$ cat config.mk
export PLATFORM = sky130hd
export DESIGN_NAME = smoothed_stepper_needle_driver_unit_flat
export DESIGN_NICKNAME = d
export VERILOG_FILES = /design/src/rtl/ssnd_pkg.sv /design/src/rtl/ssnd_if.sv /design/src/rtl/ssnd_regs.sv /design/src/rtl/ssnd_ctrl.sv /design/src/rtl/ssnd_dp.sv /design/src/rtl/smoothed_stepper_needle_driver_unit.sv /design/src/flat_wrapper.sv
export VERILOG_INCLUDE_DIRS = /design/src /design/src/rtl
export SDC_FILE = /design/constraint.sdc
export NUM_CORES = 2
export LEC_CHECK = 0
export BUFFER_PORTS_ARGS = -buffer_cell sky130_fd_sc_hd__buf_2
export CORE_ASPECT_RATIO = 0.7
export CORE_MARGIN = 4
export CORE_UTILIZATION = 56
export DETAILED_ROUTE_END_ITERATION = 10
export PLACE_DENSITY = 0.74
export SLEW_MARGIN = 20
export SYNTH_ARGS = -nofsm -noshare
export SYNTH_HDL_FRONTEND = slang
export SYNTH_SLANG_ARGS = --single-unit
$ cat constraint.sdc
create_clock -name clk -period 8.15 [get_ports clk]
set_input_delay 0.815 -clock clk [delete_from_list [all_inputs] [get_ports clk]]
set_output_delay 0.815 -clock clk [all_outputs]
set_load 0.01 [all_outputs]
$ cat src/rtl/smoothed_stepper_needle_driver_unit_macros.svh
// ----------------------------------------------------------------------------
// Assertion macros for the smoothed stepper needle driver
// Shared concurrent check forms, clocked on clk and disabled while rst_n is low.
// ----------------------------------------------------------------------------
`ifndef SMOOTHED_STEPPER_NEEDLE_DRIVER_UNIT_MACROS_SVH
`define SMOOTHED_STEPPER_NEEDLE_DRIVER_UNIT_MACROS_SVH

// The consequent must hold in the same cycle as the antecedent.
`define SSND_ASSERT_HOLDS(lbl, ante, cons) \
    lbl: assert property (@(posedge clk) disable iff (!rst_n) (ante) |-> (cons)) \
        else $error("ssnd: same-cycle check failed");

// The consequent must hold in the cycle after the antecedent.
`define SSND_ASSERT_NEXT(lbl, ante, cons) \
    lbl: assert property (@(posedge clk) disable iff (!rst_n) (ante) |=> (cons)) \
        else $error("ssnd: next-cycle check failed");

`endif

$ cat src/rtl/ssnd_pkg.sv
// ----------------------------------------------------------------------------
// Smoothed stepper needle driver package
// Shared types, constants and helper functions.
// ----------------------------------------------------------------------------
package ssnd_pkg;

    // Width of the internal position arithmetic.
    localparam int POS_BITS = 10;
    localparam int WIDE_W   = POS_BITS + 6;
    localparam int POS_TOP  = (1 << POS_BITS) - 1;
    localparam logic signed [WIDE_W-1:0] POS_TOP_W = WIDE_W'(POS_TOP);

    localparam int CFG_ADDR_W = 5;
    localparam int CFG_DATA_W = 32;

    // Reset values of the registers and state.
    localparam logic [7:0]          ALPHA_RST    = 8'd38;
    localparam logic [7:0]          DEADBAND_RST = 8'd10;
    localparam logic [3:0]          BURST_RST    = 4'd3;
    localparam logic [9:0]          POS_MIN_RST  = 10'd80;
    localparam logic [9:0]          POS_MAX_RST  = 10'd420;
    localparam logic [9:0]          SOLID_RST    = 10'd500;
    localparam logic [9:0]          BLINK_RST    = 10'd100;
    localparam logic [POS_BITS-1:0] POS_RST      = POS_BITS'(250);

    localparam logic [3:0] BURST_MAX = 4'd8;

    // angle = floor(s * 6 / 5): divide by 5 through a reciprocal, exact below 16384.
    localparam logic [14:0] ANGLE_RECIP = 15'd13108;
    localparam int          ANGLE_SHIFT = 16;
    // floor(m / 120) through a reciprocal, exact for m below about 1.19 million.
    localparam logic [19:0] DIV120_RECIP = 20'd559241;
    localparam int          DIV120_SHIFT = 26;
    localparam logic signed [20:0] DIV120_BIAS = 21'sd119;

    typedef enum logic [1:0] {
        FUNC_SAMPLE = 2'd0,
        FUNC_TICK   = 2'd1,
        FUNC_MOTOR  = 2'd2,
        FUNC_LINK   = 2'd3
    } func_t;

    typedef enum logic [2:0] {
        REG_ALPHA       = 3'd0,
        REG_DEADBAND    = 3'd1,
        REG_BURST_STEPS = 3'd2,
        REG_POS_MIN     = 3'd3,
        REG_POS_MAX     = 3'd4,
        REG_SOLID_MS    = 3'd5,
        REG_BLINK_MS    = 3'd6
    } reg_idx_t;

    typedef enum logic [3:0] {
        ST_IDLE,
        ST_DECIDE,
        ST_MUL1,
        ST_MUL2,
        ST_ANGLE,
        ST_SPAN,
        ST_DIV,
        ST_TARGET,
        ST_EMIT,
        ST_STEP,
        ST_STEP_EMIT
    } state_t;

    typedef struct packed {
        logic [7:0] alpha;
        logic [7:0] deadband;
        logic [3:0] burst_steps;
        logic [9:0] pos_min;
        logic [9:0] pos_max;
        logic [9:0] solid_ms;
        logic [9:0] blink_ms;
    } cfg_t;

    typedef struct packed {
        logic accept;
        logic mul1;
        logic mul2;
        logic angle;
        logic span;
        logic div;
        logic target;
        logic step;
        logic emit;
        logic emit_step;
    } dp_cmd_t;

    typedef struct packed {
        logic move;
        logic last_step;
        logic out_free;
    } dp_stat_t;

    function automatic logic [3:0] coil_pattern(input logic [1:0] ph);
        logic [3:0] c;
        unique case (ph)
            2'd0: c = 4'b1010;
            2'd1: c = 4'b0110;
            2'd2: c = 4'b0101;
            2'd3: c = 4'b1001;
        endcase
        return c;
    endfunction

    function automatic logic [POS_BITS-1:0] sat_pos(input logic signed [WIDE_W-1:0] v);
        logic [POS_BITS-1:0] r;
        if (v < 0)
        begin
            r = '0;
        end
        else if (v > POS_TOP_W)
        begin
            r = '1;
        end
        else
        begin
            r = v[POS_BITS-1:0];
        end
        return r;
    endfunction

endpackage

$ cat src/rtl/ssnd_if.sv
// ----------------------------------------------------------------------------
// Smoothed stepper needle driver channels
// Valid/ready channels for input items and result items.
// ----------------------------------------------------------------------------
interface ssnd_in_if;
    logic       valid;
    logic       ready;
    logic [1:0] func;
    logic [7:0] sample_value;
    logic       link_up;

    modport source (output valid, func, sample_value, link_up, input ready);
    modport sink   (input valid, func, sample_value, link_up, output ready);
endinterface

interface ssnd_out_if;
    logic       valid;
    logic       ready;
    logic [3:0] coils;
    logic       step_taken;
    logic [9:0] position;
    logic [9:0] target;
    logic       led;
    logic       displaying;
    logic       last;

    modport source (output valid, coils, step_taken, position, target, led, displaying, last,
                    input ready);
    modport sink   (input valid, coils, step_taken, position, target, led, displaying, last,
                    output ready);
endinterface

$ cat src/rtl/ssnd_regs.sv
// ----------------------------------------------------------------------------
// Smoothed stepper needle driver configuration registers
// APB-style register file holding the seven configuration registers.
// ----------------------------------------------------------------------------
module ssnd_regs (
    input  logic                             clk,
    input  logic                             rst_n,
    input  logic                             psel,
    input  logic                             penable,
    input  logic                             pwrite,
    input  logic [ssnd_pkg::CFG_ADDR_W-1:0]  paddr,
    input  logic [ssnd_pkg::CFG_DATA_W-1:0]  pwdata,
    output logic [ssnd_pkg::CFG_DATA_W-1:0]  prdata,
    output logic                             pready,
    output ssnd_pkg::cfg_t                   cfg
);
    import ssnd_pkg::*;

    cfg_t     cfg_reg;
    cfg_t     cfg_next;
    reg_idx_t idx;
    logic     wr_en;

    assign pready = 1'b1;
    assign idx    = reg_idx_t'(paddr[4:2]);
    assign wr_en  = psel && penable && pwrite && pready;

    always_comb
    begin
        cfg_next = cfg_reg;
        if (wr_en)
        begin
            unique case (idx)
                REG_ALPHA:       cfg_next.alpha       = pwdata[7:0];
                REG_DEADBAND:    cfg_next.deadband    = pwdata[7:0];
                REG_BURST_STEPS: cfg_next.burst_steps = pwdata[3:0];
                REG_POS_MIN:     cfg_next.pos_min     = pwdata[9:0];
                REG_POS_MAX:     cfg_next.pos_max     = pwdata[9:0];
                REG_SOLID_MS:    cfg_next.solid_ms    = pwdata[9:0];
                REG_BLINK_MS:    cfg_next.blink_ms    = pwdata[9:0];
                default:         cfg_next = cfg_reg;
            endcase
        end
    end

    always_comb
    begin
        unique case (idx)
            REG_ALPHA:       prdata = CFG_DATA_W'(cfg_reg.alpha);
            REG_DEADBAND:    prdata = CFG_DATA_W'(cfg_reg.deadband);
            REG_BURST_STEPS: prdata = CFG_DATA_W'(cfg_reg.burst_steps);
            REG_POS_MIN:     prdata = CFG_DATA_W'(cfg_reg.pos_min);
            REG_POS_MAX:     prdata = CFG_DATA_W'(cfg_reg.pos_max);
            REG_SOLID_MS:    prdata = CFG_DATA_W'(cfg_reg.solid_ms);
            REG_BLINK_MS:    prdata = CFG_DATA_W'(cfg_reg.blink_ms);
            default:         prdata = '0;
        endcase
    end

    always_ff @(posedge clk or negedge rst_n)
    begin
        if (!rst_n)
        begin
            cfg_reg.alpha       <= ALPHA_RST;
            cfg_reg.deadband    <= DEADBAND_RST;
            cfg_reg.burst_steps <= BURST_RST;
            cfg_reg.pos_min     <= POS_MIN_RST;
            cfg_reg.pos_max     <= POS_MAX_RST;
            cfg_reg.solid_ms    <= SOLID_RST;
            cfg_reg.blink_ms    <= BLINK_RST;
        end
        else
        begin
            cfg_reg <= cfg_next;
        end
    end

    assign cfg = cfg_reg;

endmodule

$ cat src/rtl/ssnd_ctrl.sv
// ----------------------------------------------------------------------------
// Smoothed stepper needle driver controller
// Sequences the datapath through each item and paces result delivery.
// ----------------------------------------------------------------------------
module ssnd_ctrl (
    input  logic               clk,
    input  logic               rst_n,
    input  logic               in_valid,
    input  logic [1:0]         in_func,
    output logic               in_ready,
    output ssnd_pkg::dp_cmd_t  cmd,
    input  ssnd_pkg::dp_stat_t stat
);
    import ssnd_pkg::*;

    state_t state_reg;
    state_t state_next;
    logic   accept;

    assign accept = in_valid && (state_reg == ST_IDLE);

    always_comb
    begin
        state_next = state_reg;
        unique case (state_reg)
            ST_IDLE:
            begin
                if (accept)
                begin
                    unique case (func_t'(in_func))
                        FUNC_SAMPLE: state_next = ST_MUL1;
                        FUNC_TICK:   state_next = ST_EMIT;
                        FUNC_MOTOR:  state_next = ST_DECIDE;
                        FUNC_LINK:   state_next = ST_EMIT;
                    endcase
                end
            end
            ST_DECIDE:    state_next = stat.move ? ST_STEP : ST_EMIT;
            ST_MUL1:      state_next = ST_MUL2;
            ST_MUL2:      state_next = ST_ANGLE;
            ST_ANGLE:     state_next = ST_SPAN;
            ST_SPAN:      state_next = ST_DIV;
            ST_DIV:       state_next = ST_TARGET;
            ST_TARGET:    state_next = ST_EMIT;
            ST_EMIT:
            begin
                if (stat.out_free)
                begin
                    state_next = ST_IDLE;
                end
            end
            ST_STEP:      state_next = ST_STEP_EMIT;
            ST_STEP_EMIT:
            begin
                if (stat.out_free)
                begin
                    state_next = stat.last_step ? ST_IDLE : ST_STEP;
                end
            end
            default:      state_next = ST_IDLE;
        endcase
    end

    always_comb
    begin
        in_ready      = (state_reg == ST_IDLE);
        cmd.accept    = accept;
        cmd.mul1      = (state_reg == ST_MUL1);
        cmd.mul2      = (state_reg == ST_MUL2);
        cmd.angle     = (state_reg == ST_ANGLE);
        cmd.span      = (state_reg == ST_SPAN);
        cmd.div       = (state_reg == ST_DIV);
        cmd.target    = (state_reg == ST_TARGET);
        cmd.step      = (state_reg == ST_STEP);
        cmd.emit      = (state_reg == ST_EMIT) && stat.out_free;
        cmd.emit_step = (state_reg == ST_STEP_EMIT) && stat.out_free;
    end

    always_ff @(posedge clk or negedge rst_n)
    begin
        if (!rst_n)
        begin
            state_reg <= ST_IDLE;
        end
        else
        begin
            state_reg <= state_next;
        end
    end

endmodule

$ cat src/rtl/ssnd_dp.sv
// ----------------------------------------------------------------------------
// Smoothed stepper needle driver datapath
// Average, target map, LED timers, stepping and the output register.
// ----------------------------------------------------------------------------
`include "smoothed_stepper_needle_driver_unit_macros.svh"

module ssnd_dp (
    input  logic               clk,
    input  logic               rst_n,
    input  ssnd_pkg::cfg_t     cfg,
    input  ssnd_pkg::dp_cmd_t  cmd,
    output ssnd_pkg::dp_stat_t stat,
    input  logic [1:0]         in_func,
    input  logic [7:0]         in_sample_value,
    input  logic               in_link_up,
    ssnd_out_if.source         out_ch
);
    import ssnd_pkg::*;

    // Architectural state.
    logic [15:0]         smoothed_reg, smoothed_next;
    logic [POS_BITS-1:0] target_reg, target_next;
    logic [POS_BITS-1:0] motor_pos_reg, motor_pos_next;
    logic [1:0]          phase_reg, phase_next;
    logic                link_active_reg, link_active_next;
    logic [9:0]          since_sample_reg, since_sample_next;
    logic [9:0]          since_toggle_reg, since_toggle_next;
    logic                blink_level_reg, blink_level_next;

    // Sequencing state.
    logic [3:0]          steps_left_reg, steps_left_next;
    logic                last_flag_reg, last_flag_next;
    logic                move_reg, move_next;
    logic                out_valid_reg, out_valid_next;

    // Scratch registers.
    logic [7:0]               sample_reg, sample_next;
    logic [24:0]              prod1_reg, prod1_next;
    logic [8:0]               angle_reg, angle_next;
    logic signed [10:0]       span_reg, span_next;
    logic signed [20:0]       num_reg, num_next;
    logic [11:0]              q_reg, q_next;
    logic                     neg_reg, neg_next;
    logic signed [WIDE_W-1:0] pos_work_reg, pos_work_next;
    logic                     dir_up_reg, dir_up_next;

    // Output payload.
    logic [3:0] o_coils_reg, o_coils_next;
    logic       o_step_reg, o_step_next;
    logic [9:0] o_pos_reg, o_pos_next;
    logic [9:0] o_tgt_reg, o_tgt_next;
    logic       o_led_reg, o_led_next;
    logic       o_disp_reg, o_disp_next;
    logic       o_last_reg, o_last_next;

    // Combinational terms.
    logic [8:0]               keep_w;
    logic [24:0]              mul1_prod;
    logic [23:0]              mul2_prod;
    logic [24:0]              acc;
    logic [10:0]              angle_x;
    logic [25:0]              angle_prod;
    logic signed [20:0]       num_prod;
    logic signed [20:0]       mag_w;
    logic [39:0]              div_prod;
    logic signed [WIDE_W-1:0] q_signed;
    logic signed [WIDE_W-1:0] t_w;
    logic signed [WIDE_W-1:0] diff;
    logic signed [WIDE_W-1:0] mag_d;
    logic                     move_w;
    logic [3:0]               burst_n;
    logic signed [WIDE_W-1:0] step_pos;
    logic signed [WIDE_W-1:0] pmin_w;
    logic signed [WIDE_W-1:0] pmax_w;
    logic signed [WIDE_W-1:0] clamp_pos;
    logic [POS_BITS-1:0]      clamp_sat;
    logic [9:0]               ss_inc;
    logic [9:0]               st_inc;
    logic                     out_free;
    logic                     load_out;

    // Exponential average: the kept share in one cycle, the new share and the sum in the next.
    assign keep_w    = 9'd256 - {1'b0, cfg.alpha};
    assign mul1_prod = 25'(smoothed_reg) * 25'(keep_w);
    assign mul2_prod = 24'({sample_reg, 8'h00}) * 24'(cfg.alpha);
    assign acc       = prod1_reg + {1'b0, mul2_prod};

    // Angle is floor(s * 6 / 5) with s the integer part of the average.
    assign angle_x    = {1'b0, smoothed_reg[15:8], 2'b00} + {2'b00, smoothed_reg[15:8], 1'b0};
    assign angle_prod = 26'(angle_x) * 26'(ANGLE_RECIP);

    // Target map numerator and floored division by 120.
    assign num_prod = 21'($signed({1'b0, angle_reg})) * 21'(span_reg);
    assign mag_w    = num_reg[20] ? (DIV120_BIAS - num_reg) : num_reg;
    assign div_prod = 40'(mag_w[19:0]) * 40'(DIV120_RECIP);
    assign q_signed = neg_reg ? -$signed(WIDE_W'(q_reg)) : $signed(WIDE_W'(q_reg));
    assign t_w      = $signed(WIDE_W'(cfg.pos_min)) + q_signed;

    // Motor decision.
    assign diff    = $signed(WIDE_W'(target_reg)) - $signed(WIDE_W'(motor_pos_reg));
    assign mag_d   = (diff < 0) ? -diff : diff;
    assign move_w  = link_active_reg && (mag_d > $signed(WIDE_W'(cfg.deadband)));
    assign burst_n = (cfg.burst_steps == 4'd0) ? 4'd1 :
                     ((cfg.burst_steps > BURST_MAX) ? BURST_MAX : cfg.burst_steps);

    // One step, with the end-of-burst clamp.
    assign step_pos  = dir_up_reg ? (pos_work_reg + $signed(WIDE_W'(1)))
                                  : (pos_work_reg - $signed(WIDE_W'(1)));
    assign pmin_w    = $signed(WIDE_W'(cfg.pos_min));
    assign pmax_w    = $signed(WIDE_W'(cfg.pos_max));
    assign clamp_pos = (step_pos < pmin_w) ? pmin_w :
                       ((step_pos > pmax_w) ? pmax_w : step_pos);
    assign clamp_sat = sat_pos(clamp_pos);

    // Millisecond counters saturate at all ones.
    assign ss_inc = (since_sample_reg == '1) ? since_sample_reg : since_sample_reg + 10'd1;
    assign st_inc = (since_toggle_reg == '1) ? since_toggle_reg : since_toggle_reg + 10'd1;

    assign out_free = !out_valid_reg || out_ch.ready;
    assign load_out = cmd.emit || cmd.emit_step;

    always_comb
    begin
        smoothed_next     = smoothed_reg;
        target_next       = target_reg;
        motor_pos_next    = motor_pos_reg;
        phase_next        = phase_reg;
        link_active_next  = link_active_reg;
        since_sample_next = since_sample_reg;
        since_toggle_next = since_toggle_reg;
        blink_level_next  = blink_level_reg;
        steps_left_next   = steps_left_reg;
        last_flag_next    = last_flag_reg;
        move_next         = move_reg;
        sample_next       = sample_reg;
        prod1_next        = prod1_reg;
        angle_next        = angle_reg;
        span_next         = span_reg;
        num_next          = num_reg;
        q_next            = q_reg;
        neg_next          = neg_reg;
        pos_work_next     = pos_work_reg;
        dir_up_next       = dir_up_reg;

        if (cmd.accept)
        begin
            unique case (func_t'(in_func))
                FUNC_SAMPLE: sample_next = in_sample_value;
                FUNC_TICK:
                begin
                    since_sample_next = ss_inc;
                    if ((ss_inc >= cfg.solid_ms) && (st_inc > cfg.blink_ms))
                    begin
                        since_toggle_next = '0;
                        blink_level_next  = ~blink_level_reg;
                    end
                    else
                    begin
                        since_toggle_next = st_inc;
                    end
                end
                FUNC_MOTOR:
                begin
                    move_next       = move_w;
                    dir_up_next     = (diff > 0);
                    steps_left_next = burst_n;
                    pos_work_next   = WIDE_W'(motor_pos_reg);
                end
                FUNC_LINK:   link_active_next = in_link_up;
            endcase
        end

        if (cmd.mul1)
        begin
            prod1_next = mul1_prod;
        end
        if (cmd.mul2)
        begin
            smoothed_next = acc[23:8];
        end
        if (cmd.angle)
        begin
            angle_next = angle_prod[ANGLE_SHIFT +: 9];
            span_next  = $signed({1'b0, cfg.pos_max}) - $signed({1'b0, cfg.pos_min});
        end
        if (cmd.span)
        begin
            num_next = num_prod;
        end
        if (cmd.div)
        begin
            q_next   = div_prod[DIV120_SHIFT +: 12];
            neg_next = num_reg[20];
        end
        if (cmd.target)
        begin
            target_next       = sat_pos(t_w);
            since_sample_next = '0;
        end
        if (cmd.step)
        begin
            phase_next      = dir_up_reg ? phase_reg + 2'd1 : phase_reg - 2'd1;
            steps_left_next = steps_left_reg - 4'd1;
            last_flag_next  = (steps_left_reg == 4'd1);
            if (steps_left_reg == 4'd1)
            begin
                pos_work_next  = WIDE_W'(clamp_sat);
                motor_pos_next = clamp_sat;
            end
            else
            begin
                pos_work_next = step_pos;
            end
        end
    end

    // Output register: loaded only when empty or being drained.
    always_comb
    begin
        out_valid_next = out_valid_reg;
        o_coils_next   = o_coils_reg;
        o_step_next    = o_step_reg;
        o_pos_next     = o_pos_reg;
        o_tgt_next     = o_tgt_reg;
        o_led_next     = o_led_reg;
        o_disp_next    = o_disp_reg;
        o_last_next    = o_last_reg;
        if (load_out)
        begin
            out_valid_next = 1'b1;
            o_coils_next   = coil_pattern(phase_reg);
            o_step_next    = cmd.emit_step;
            o_pos_next     = cmd.emit_step ? 10'(sat_pos(pos_work_reg)) : 10'(motor_pos_reg);
            o_tgt_next     = 10'(target_reg);
            o_led_next     = (since_sample_reg < cfg.solid_ms) || blink_level_reg;
            o_disp_next    = link_active_reg;
            o_last_next    = cmd.emit_step ? last_flag_reg : 1'b1;
        end
        else if (out_ch.ready)
        begin
            out_valid_next = 1'b0;
        end
    end

    always_ff @(posedge clk or negedge rst_n)
    begin
        if (!rst_n)
        begin
            smoothed_reg     <= '0;
            target_reg       <= POS_RST;
            motor_pos_reg    <= POS_RST;
            phase_reg        <= '0;
            link_active_reg  <= 1'b0;
            since_sample_reg <= '0;
            since_toggle_reg <= '0;
            blink_level_reg  <= 1'b0;
            steps_left_reg   <= '0;
            last_flag_reg    <= 1'b0;
            move_reg         <= 1'b0;
            out_valid_reg    <= 1'b0;
        end
        else
        begin
            smoothed_reg     <= smoothed_next;
            target_reg       <= target_next;
            motor_pos_reg    <= motor_pos_next;
            phase_reg        <= phase_next;
            link_active_reg  <= link_active_next;
            since_sample_reg <= since_sample_next;
            since_toggle_reg <= since_toggle_next;
            blink_level_reg  <= blink_level_next;
            steps_left_reg   <= steps_left_next;
            last_flag_reg    <= last_flag_next;
            move_reg         <= move_next;
            out_valid_reg    <= out_valid_next;
        end
    end

    always_ff @(posedge clk)
    begin
        sample_reg   <= sample_next;
        prod1_reg    <= prod1_next;
        angle_reg    <= angle_next;
        span_reg     <= span_next;
        num_reg      <= num_next;
        q_reg        <= q_next;
        neg_reg      <= neg_next;
        pos_work_reg <= pos_work_next;
        dir_up_reg   <= dir_up_next;
        o_coils_reg  <= o_coils_next;
        o_step_reg   <= o_step_next;
        o_pos_reg    <= o_pos_next;
        o_tgt_reg    <= o_tgt_next;
        o_led_reg    <= o_led_next;
        o_disp_reg   <= o_disp_next;
        o_last_reg   <= o_last_next;
    end

    assign stat.move      = move_reg;
    assign stat.last_step = last_flag_reg;
    assign stat.out_free  = out_free;

    assign out_ch.valid      = out_valid_reg;
    assign out_ch.coils      = o_coils_reg;
    assign out_ch.step_taken = o_step_reg;
    assign out_ch.position   = o_pos_reg;
    assign out_ch.target     = o_tgt_reg;
    assign out_ch.led        = o_led_reg;
    assign out_ch.displaying = o_disp_reg;
    assign out_ch.last       = o_last_reg;

    // The controller must never overwrite a result that has not been taken.
    `SSND_ASSERT_HOLDS(a_load_only_when_free, load_out, out_free)
    // A step is only ever taken with steps left in the burst.
    `SSND_ASSERT_HOLDS(a_step_has_budget, cmd.step, steps_left_reg != 4'd0)
    // With sane bounds, the final step of a burst lands inside them.
    `SSND_ASSERT_HOLDS(a_burst_end_in_bounds,
        out_ch.valid && out_ch.last && out_ch.step_taken && (cfg.pos_min <= cfg.pos_max)
            && (32'(cfg.pos_max) <= 32'(POS_TOP)),
        (out_ch.position >= cfg.pos_min) && (out_ch.position <= cfg.pos_max))
    // The LED blink level changes only as a result of a millisecond tick.
    `SSND_ASSERT_HOLDS(a_blink_only_on_tick, blink_level_reg != $past(blink_level_reg),
        $past(cmd.accept) && ($past(in_func) == FUNC_TICK))
    // No motion is decided while the link is down.
    `SSND_ASSERT_NEXT(a_no_move_unlinked,
        cmd.accept && (in_func == FUNC_MOTOR) && !link_active_reg, !move_reg)

endmodule

$ cat src/rtl/smoothed_stepper_needle_driver_unit.sv
// ----------------------------------------------------------------------------
// Smoothed stepper needle driver unit
// Event-driven needle controller: averaged samples, LED timing and stepping.
// ----------------------------------------------------------------------------
// Each input item is one event: a sample byte (func 0), a millisecond tick
// (func 1), a motor update (func 2) or a link event (func 3). A sample updates
// an unsigned Q8.8 moving average weighted by alpha/256, maps its integer part
// to an angle of floor(s*6/5) and from there to a target position of
// pos_min + floor(angle*(pos_max-pos_min)/120), saturated to 0..1023. Ticks
// advance the LED timers; the LED is solid for solid_ms after a sample and
// otherwise toggles whenever more than blink_ms have passed. A motor update,
// honored only while the link is up, moves the needle burst_steps (limited to
// 1..8) full steps toward the target once the error exceeds the deadband,
// giving one result per step with the two-phase coil pattern; the final
// position of a burst is clamped to pos_min..pos_max. Every other item gives
// one result, and the final result of an item carries last. Sequencing: one
// item is worked on at a time. A tick or a link event goes from acceptance
// straight to loading its result in the output register, and a motor update
// first passes the move decision; a sample runs the average through two
// registered multiplier stages, the angle, the span product and the division
// by 120 through one each, and the target is then saturated; a burst computes
// each step and then loads its result, step after step until the last. The
// output register lets the next item be accepted while the last result is
// still waiting to be taken; a stalled output holds the sequencer at its
// next result. Configuration goes through the APB-style port at byte address
// 4*i for register i (alpha, deadband, burst_steps, pos_min, pos_max,
// solid_ms, blink_ms) and must only be written while the unit is idle.
module smoothed_stepper_needle_driver_unit (
    input  logic                             clk,
    input  logic                             rst_n,
    ssnd_in_if.sink                          in_ch,
    ssnd_out_if.source                       out_ch,
    input  logic                             psel,
    input  logic                             penable,
    input  logic                             pwrite,
    input  logic [ssnd_pkg::CFG_ADDR_W-1:0]  paddr,
    input  logic [ssnd_pkg::CFG_DATA_W-1:0]  pwdata,
    output logic [ssnd_pkg::CFG_DATA_W-1:0]  prdata,
    output logic                             pready
);
    import ssnd_pkg::*;

    cfg_t     cfg;
    dp_cmd_t  cmd;
    dp_stat_t stat;

    // Configuration registers, read by the datapath as a single struct.
    ssnd_regs u_regs (
        .clk     (clk),
        .rst_n   (rst_n),
        .psel    (psel),
        .penable (penable),
        .pwrite  (pwrite),
        .paddr   (paddr),
        .pwdata  (pwdata),
        .prdata  (prdata),
        .pready  (pready),
        .cfg     (cfg)
    );

    // The controller owns input acceptance and steps the datapath through
    // the multiply chain of a sample or the steps of a burst.
    ssnd_ctrl u_ctrl (
        .clk      (clk),
        .rst_n    (rst_n),
        .in_valid (in_ch.valid),
        .in_func  (in_ch.func),
        .in_ready (in_ch.ready),
        .cmd      (cmd),
        .stat     (stat)
    );

    // The datapath holds all needle, filter and LED state plus the output
    // register that drives the result channel.
    ssnd_dp u_dp (
        .clk             (clk),
        .rst_n           (rst_n),
        .cfg             (cfg),
        .cmd             (cmd),
        .stat            (stat),
        .in_func         (in_ch.func),
        .in_sample_value (in_ch.sample_value),
        .in_link_up      (in_ch.link_up),
        .out_ch          (out_ch)
    );

endmodule
$ cat src/flat_wrapper.sv
// flat-port wrapper written by rule: the top's interface ports become plain ports
module smoothed_stepper_needle_driver_unit_flat import ssnd_pkg::*;
  (clk, rst_n, psel, penable, pwrite, paddr, pwdata, prdata, pready, in_ch_valid, in_ch_func, in_ch_sample_value, in_ch_link_up, in_ch_ready, out_ch_valid, out_ch_coils, out_ch_step_taken, out_ch_position, out_ch_target, out_ch_led, out_ch_displaying, out_ch_last, out_ch_ready);
  ssnd_in_if in_ch_i ();
  ssnd_out_if out_ch_i ();
  input  logic clk;
  input  logic rst_n;
  input  logic psel;
  input  logic penable;
  input  logic pwrite;
  input  logic [ssnd_pkg::CFG_ADDR_W-1:0] paddr;
  input  logic [ssnd_pkg::CFG_DATA_W-1:0] pwdata;
  output logic [ssnd_pkg::CFG_DATA_W-1:0] prdata;
  output logic pready;
  input wire logic [$bits(in_ch_i.valid)-1:0] in_ch_valid;
  input wire logic [$bits(in_ch_i.func)-1:0] in_ch_func;
  input wire logic [$bits(in_ch_i.sample_value)-1:0] in_ch_sample_value;
  input wire logic [$bits(in_ch_i.link_up)-1:0] in_ch_link_up;
  output wire logic [$bits(in_ch_i.ready)-1:0] in_ch_ready;
  output wire logic [$bits(out_ch_i.valid)-1:0] out_ch_valid;
  output wire logic [$bits(out_ch_i.coils)-1:0] out_ch_coils;
  output wire logic [$bits(out_ch_i.step_taken)-1:0] out_ch_step_taken;
  output wire logic [$bits(out_ch_i.position)-1:0] out_ch_position;
  output wire logic [$bits(out_ch_i.target)-1:0] out_ch_target;
  output wire logic [$bits(out_ch_i.led)-1:0] out_ch_led;
  output wire logic [$bits(out_ch_i.displaying)-1:0] out_ch_displaying;
  output wire logic [$bits(out_ch_i.last)-1:0] out_ch_last;
  input wire logic [$bits(out_ch_i.ready)-1:0] out_ch_ready;
  assign in_ch_i.valid = in_ch_valid;
  assign in_ch_i.func = in_ch_func;
  assign in_ch_i.sample_value = in_ch_sample_value;
  assign in_ch_i.link_up = in_ch_link_up;
  assign in_ch_ready = in_ch_i.ready;
  assign out_ch_valid = out_ch_i.valid;
  assign out_ch_coils = out_ch_i.coils;
  assign out_ch_step_taken = out_ch_i.step_taken;
  assign out_ch_position = out_ch_i.position;
  assign out_ch_target = out_ch_i.target;
  assign out_ch_led = out_ch_i.led;
  assign out_ch_displaying = out_ch_i.displaying;
  assign out_ch_last = out_ch_i.last;
  assign out_ch_i.ready = out_ch_ready;
  smoothed_stepper_needle_driver_unit u_core (.clk(clk), .rst_n(rst_n), .in_ch(in_ch_i), .out_ch(out_ch_i), .psel(psel), .penable(penable), .pwrite(pwrite), .paddr(paddr), .pwdata(pwdata), .prdata(prdata), .pready(pready));
endmodule
==> impl_metrics.csv <==
group,metric,value,unit
cts,clk_buf_depth,3,
detailed_routing,firstDrtPassIters,6,
yosys,area_share_of_the_largest_cell_type_after_synthesis,18.77,%
detailed_routing,wire_per_inst,18.08,um
final_layout,drive_gt1_share,7.245,%
global_route,grt_pass1_wl,120.9,mm
yosys,post_synth_fa_ha_maj_area_fraction,37.28,%
yosys,netlist_top_cells_area,"fa_1, ha_1, edfxtp_1, dfrtp_1, inv_1",
floorplanning,floorplan.initialDensity,56.65,%
detailed_routing,ant_nets,0,
final_layout,insertedDiodeCount,0,
yosys,syn_area,30500,um^2
sta,worstMarginPinSlew,1073,ps
setup_path,setup_slack_reg_to_reg,710,ps
detailed_routing,routed_via_density,5.647,
cts,worst_setup_hold_path_clk_slew,80,ps
sta,final.setup.tns,0,ps
detailed_routing,detailed_route_iter0_violations,1791,
yosys,postSynth.asyncResetShare,51.57,%
setup_path,critical_path_class,"reg2reg",
yosys,synth.avg_cell_area,9.392,um^2
sta,timing.final.crit_period,7443,ps
flow_run,max_cap_viol_count,0,
sta,number_of_failing_setup_endpoints_in_the_final_timing_report,0,
yosys,yosysUniqueCellTypes,78,
min_path,worst_hold_path_type,"in2async",
placed_design,detailed_place_hpwl,59.09,mm
cts,clock_tree.htree_level_count,1,
cts,clock_latency_of_the_later_clocked_register_in_the_worst_skew_pair,580,ps
yosys,post_synth_xor_area_fraction,5.170,%
global_route,met3_usage,6.961,%
setup_path,regToRegEndpoint,"u_core.u_dp.angle_reg[7]$_DFFE_PP_",
cts,cts_post_setup_buffers_inserted,0,
yosys,sequential_cell_area_fraction_in_the_yosys_report,23.00,%
yosys,synthesis.instances,3247,
yosys,synth-edff-count,123,
yosys,synth-simple-area-share,14.17,%
final_layout,area_growth,6.224,%
yosys,synth_most_common_cell,"inv_1",
sta,relSlewSlack,27.93,%
sta,slew_violations,0,
floorplanning,chipHeight,203.2,um
setup_path,cp_peak_stage_delay,630,ps
setup_path,cpLargestDelayFamily,"adder cells",
yosys,dominant_combinational_cell_family_by_area_after_synthesis,"adder cells",
yosys,synthesis.yosys.warnings,0,
setup_path,worstRegToRegCells,27,
sta,layout_worst_path_cycle_share,91.32,%
detailed_routing,drt_wl_total,72.85,mm
global_route,number_of_global_route_vias_before_repair,23728,
setup_path,cp.buffers_inverters,4,
final_layout,largest_register_ffs,60,
setup_path,r2r-start,"u_core.u_dp.smoothed_reg[9]$_DFFE_PN0P_",
sta,hold_violations,0,
cts,post_cts_resized,0,
setup_path,worstSetupStartpointType,"register",
yosys,synthesized_area_fraction_occupied_by_ao_oa_aoi_and_oai_cells,10.43,%
global_route,grt_overflow_total,0,
global_route,groute.usage.overall,25.44,%
cts,tritoncts_num_sinks,254,
setup_path,crit_arrival,7760,ps
cts,clock_tree_from_tritoncts,"yes",
sta,rsz_0062_raised_after_global_routing,"false",
global_route,gr-max-usage-layer,"met2",
cts,clockRootBuffer,"clkbuf_16",
placed_design,placement.io_buffers,70,
yosys,yosysTopAreaCell,"fa_1",
final_layout,fillers,4600,
yosys,synth_ff_type,"edfxtp_1",
detailed_routing,post-route-drc-count,0,
final_layout,layout.nets,4070,
detailed_routing,num_vias,22751,
floorplanning,die_area,58310,um^2
setup_path,critPathSlowestCell,"dfrtp_1",
global_route,grt_max_degree,72,
cts,cts_made_buffers,27,
yosys,postSynthRegisterBits,254,
setup_path,critical_path_required,8470,ps
placed_design,place.gp.congestion,0.9521,
cts,cts.hold.buffers_added,0,
sta,timing.fmax,0.1344,GHz
yosys,yosys-top-cells-count,"inv_1, ha_1, nand2_1, fa_1, o21ai_0",
yosys,yosys-mux-area-fraction,1.969,%
floorplanning,core,53830,um^2
floorplanning,num_rows,71,
floorplanning,die_x,286.9,um
floorplanning,ios,118,
status,outcome,"finished clean",
global_route,met2_usage,39.54,%
sta,clock_skew,25.57,ps
setup_path,critical_path.max_fanout,13,
global_route,antenna_found_initial,1,
global_route,gr-usage-met1,35.96,%
setup_path,setup.worst_path.end_class,"register",
## layout make-up
type	instances	area (um^2)	share of cell area (%)
timing repair buffer	88	491.7	1.518
multi-input combinational	2394	21160	65.33
sequential	254	7014	21.65
inverter	513	1926	5.944
tap	730	913.4	2.820
clock inverter	16	132.6	0.4094
clock buffer	34	752.0	2.321
## cells in the final DEF, fill, tap and decap left out, drive strengths merged, types with 13 or more instances in the layout
| cell | synthesis | layout |
|---|---|---|
| a21o | 52 | 52 |
| a21oi | 120 | 120 |
| a31oi | 15 | 15 |
| and2 | 170 | 170 |
| and3 | 20 | 20 |
| buf | 37 | 88 |
| clkbuf | 70 | 34 |
| conb | 2 | 23 |
| dfrtp | 97 | 97 |
| dfstp | 34 | 34 |
| edfxtp | 123 | 123 |
| fa | 286 | 286 |
| ha | 451 | 451 |
| inv | 512 | 516 |
| mux2 | 32 | 32 |
| mux2i | 15 | 15 |
| nand2 | 338 | 338 |
| nand2b | 29 | 29 |
| nand3 | 45 | 45 |
| nand4 | 15 | 15 |
| nor2 | 149 | 149 |
| nor2b | 28 | 28 |
| nor3 | 43 | 43 |
| o21a | 18 | 18 |
| o21ai | 178 | 178 |
| o21bai | 13 | 13 |
| o31ai | 19 | 19 |
| or3 | 27 | 27 |
| xnor2 | 132 | 132 |
| xor2 | 48 | 48 |
## metal layers
metal | vias to the layer above | routed length, um
li1 | 10766 | -
met4 | 2 | 1565
met5 | - | 13
met2 | 671 | 31900
met3 | 118 | 6528
met1 | 11194 | 32840
## cells by family (layout without fill, tap and decap cells)
group	after synthesis	after routing
mux	51	51
xor+xnor	180	180
simple gates	897	897
compound gates	506	506
flops	254	254
buf+inv	620	651
other cells	2	23
fa+ha+maj	737	737
## through the flow
step                setup WS, ps  hold WS [ps]  instances  utilization [%]  instance area (um^2)
floorplan                   1642         424.9       3268                -                 30570
global placement           932.9         444.8       3979            58.52                 31500
detailed placement         788.6         442.8       3979            58.52                 31500
CTS                        732.1         238.8       4029            60.16                 32390
global route               267.6         261.0       4029            60.17                 32390
finish                     707.5         229.6       4029            60.17                 32390
## worst max path at each step
stage | startpoint | end | slack [ps] | depth (start not counted)
floorplan | u_core.u_dp.smoothed_reg[10]$_DFFE_PN0P_ | u_core.u_dp.angle_reg[7]$_DFFE_PP_ | 1640 | 27
global placement | u_core.u_dp.smoothed_reg[9]$_DFFE_PN0P_ | u_core.u_dp.angle_reg[7]$_DFFE_PP_ | 930 | 27
detailed placement | u_core.u_dp.smoothed_reg[9]$_DFFE_PN0P_ | u_core.u_dp.angle_reg[7]$_DFFE_PP_ | 790 | 27
CTS | u_core.u_dp.smoothed_reg[9]$_DFFE_PN0P_ | u_core.u_dp.angle_reg[7]$_DFFE_PP_ | 730 | 27
global route | u_core.u_dp.smoothed_reg[9]$_DFFE_PN0P_ | u_core.u_dp.angle_reg[7]$_DFFE_PP_ | 270 | 27
finish | u_core.u_dp.smoothed_reg[9]$_DFFE_PN0P_ | u_core.u_dp.angle_reg[7]$_DFFE_PP_ | 710 | 27
Power is left out: the tool's default activity adds up to more than one toggle a clock period on the data nets, which glitch-free logic cannot reach.
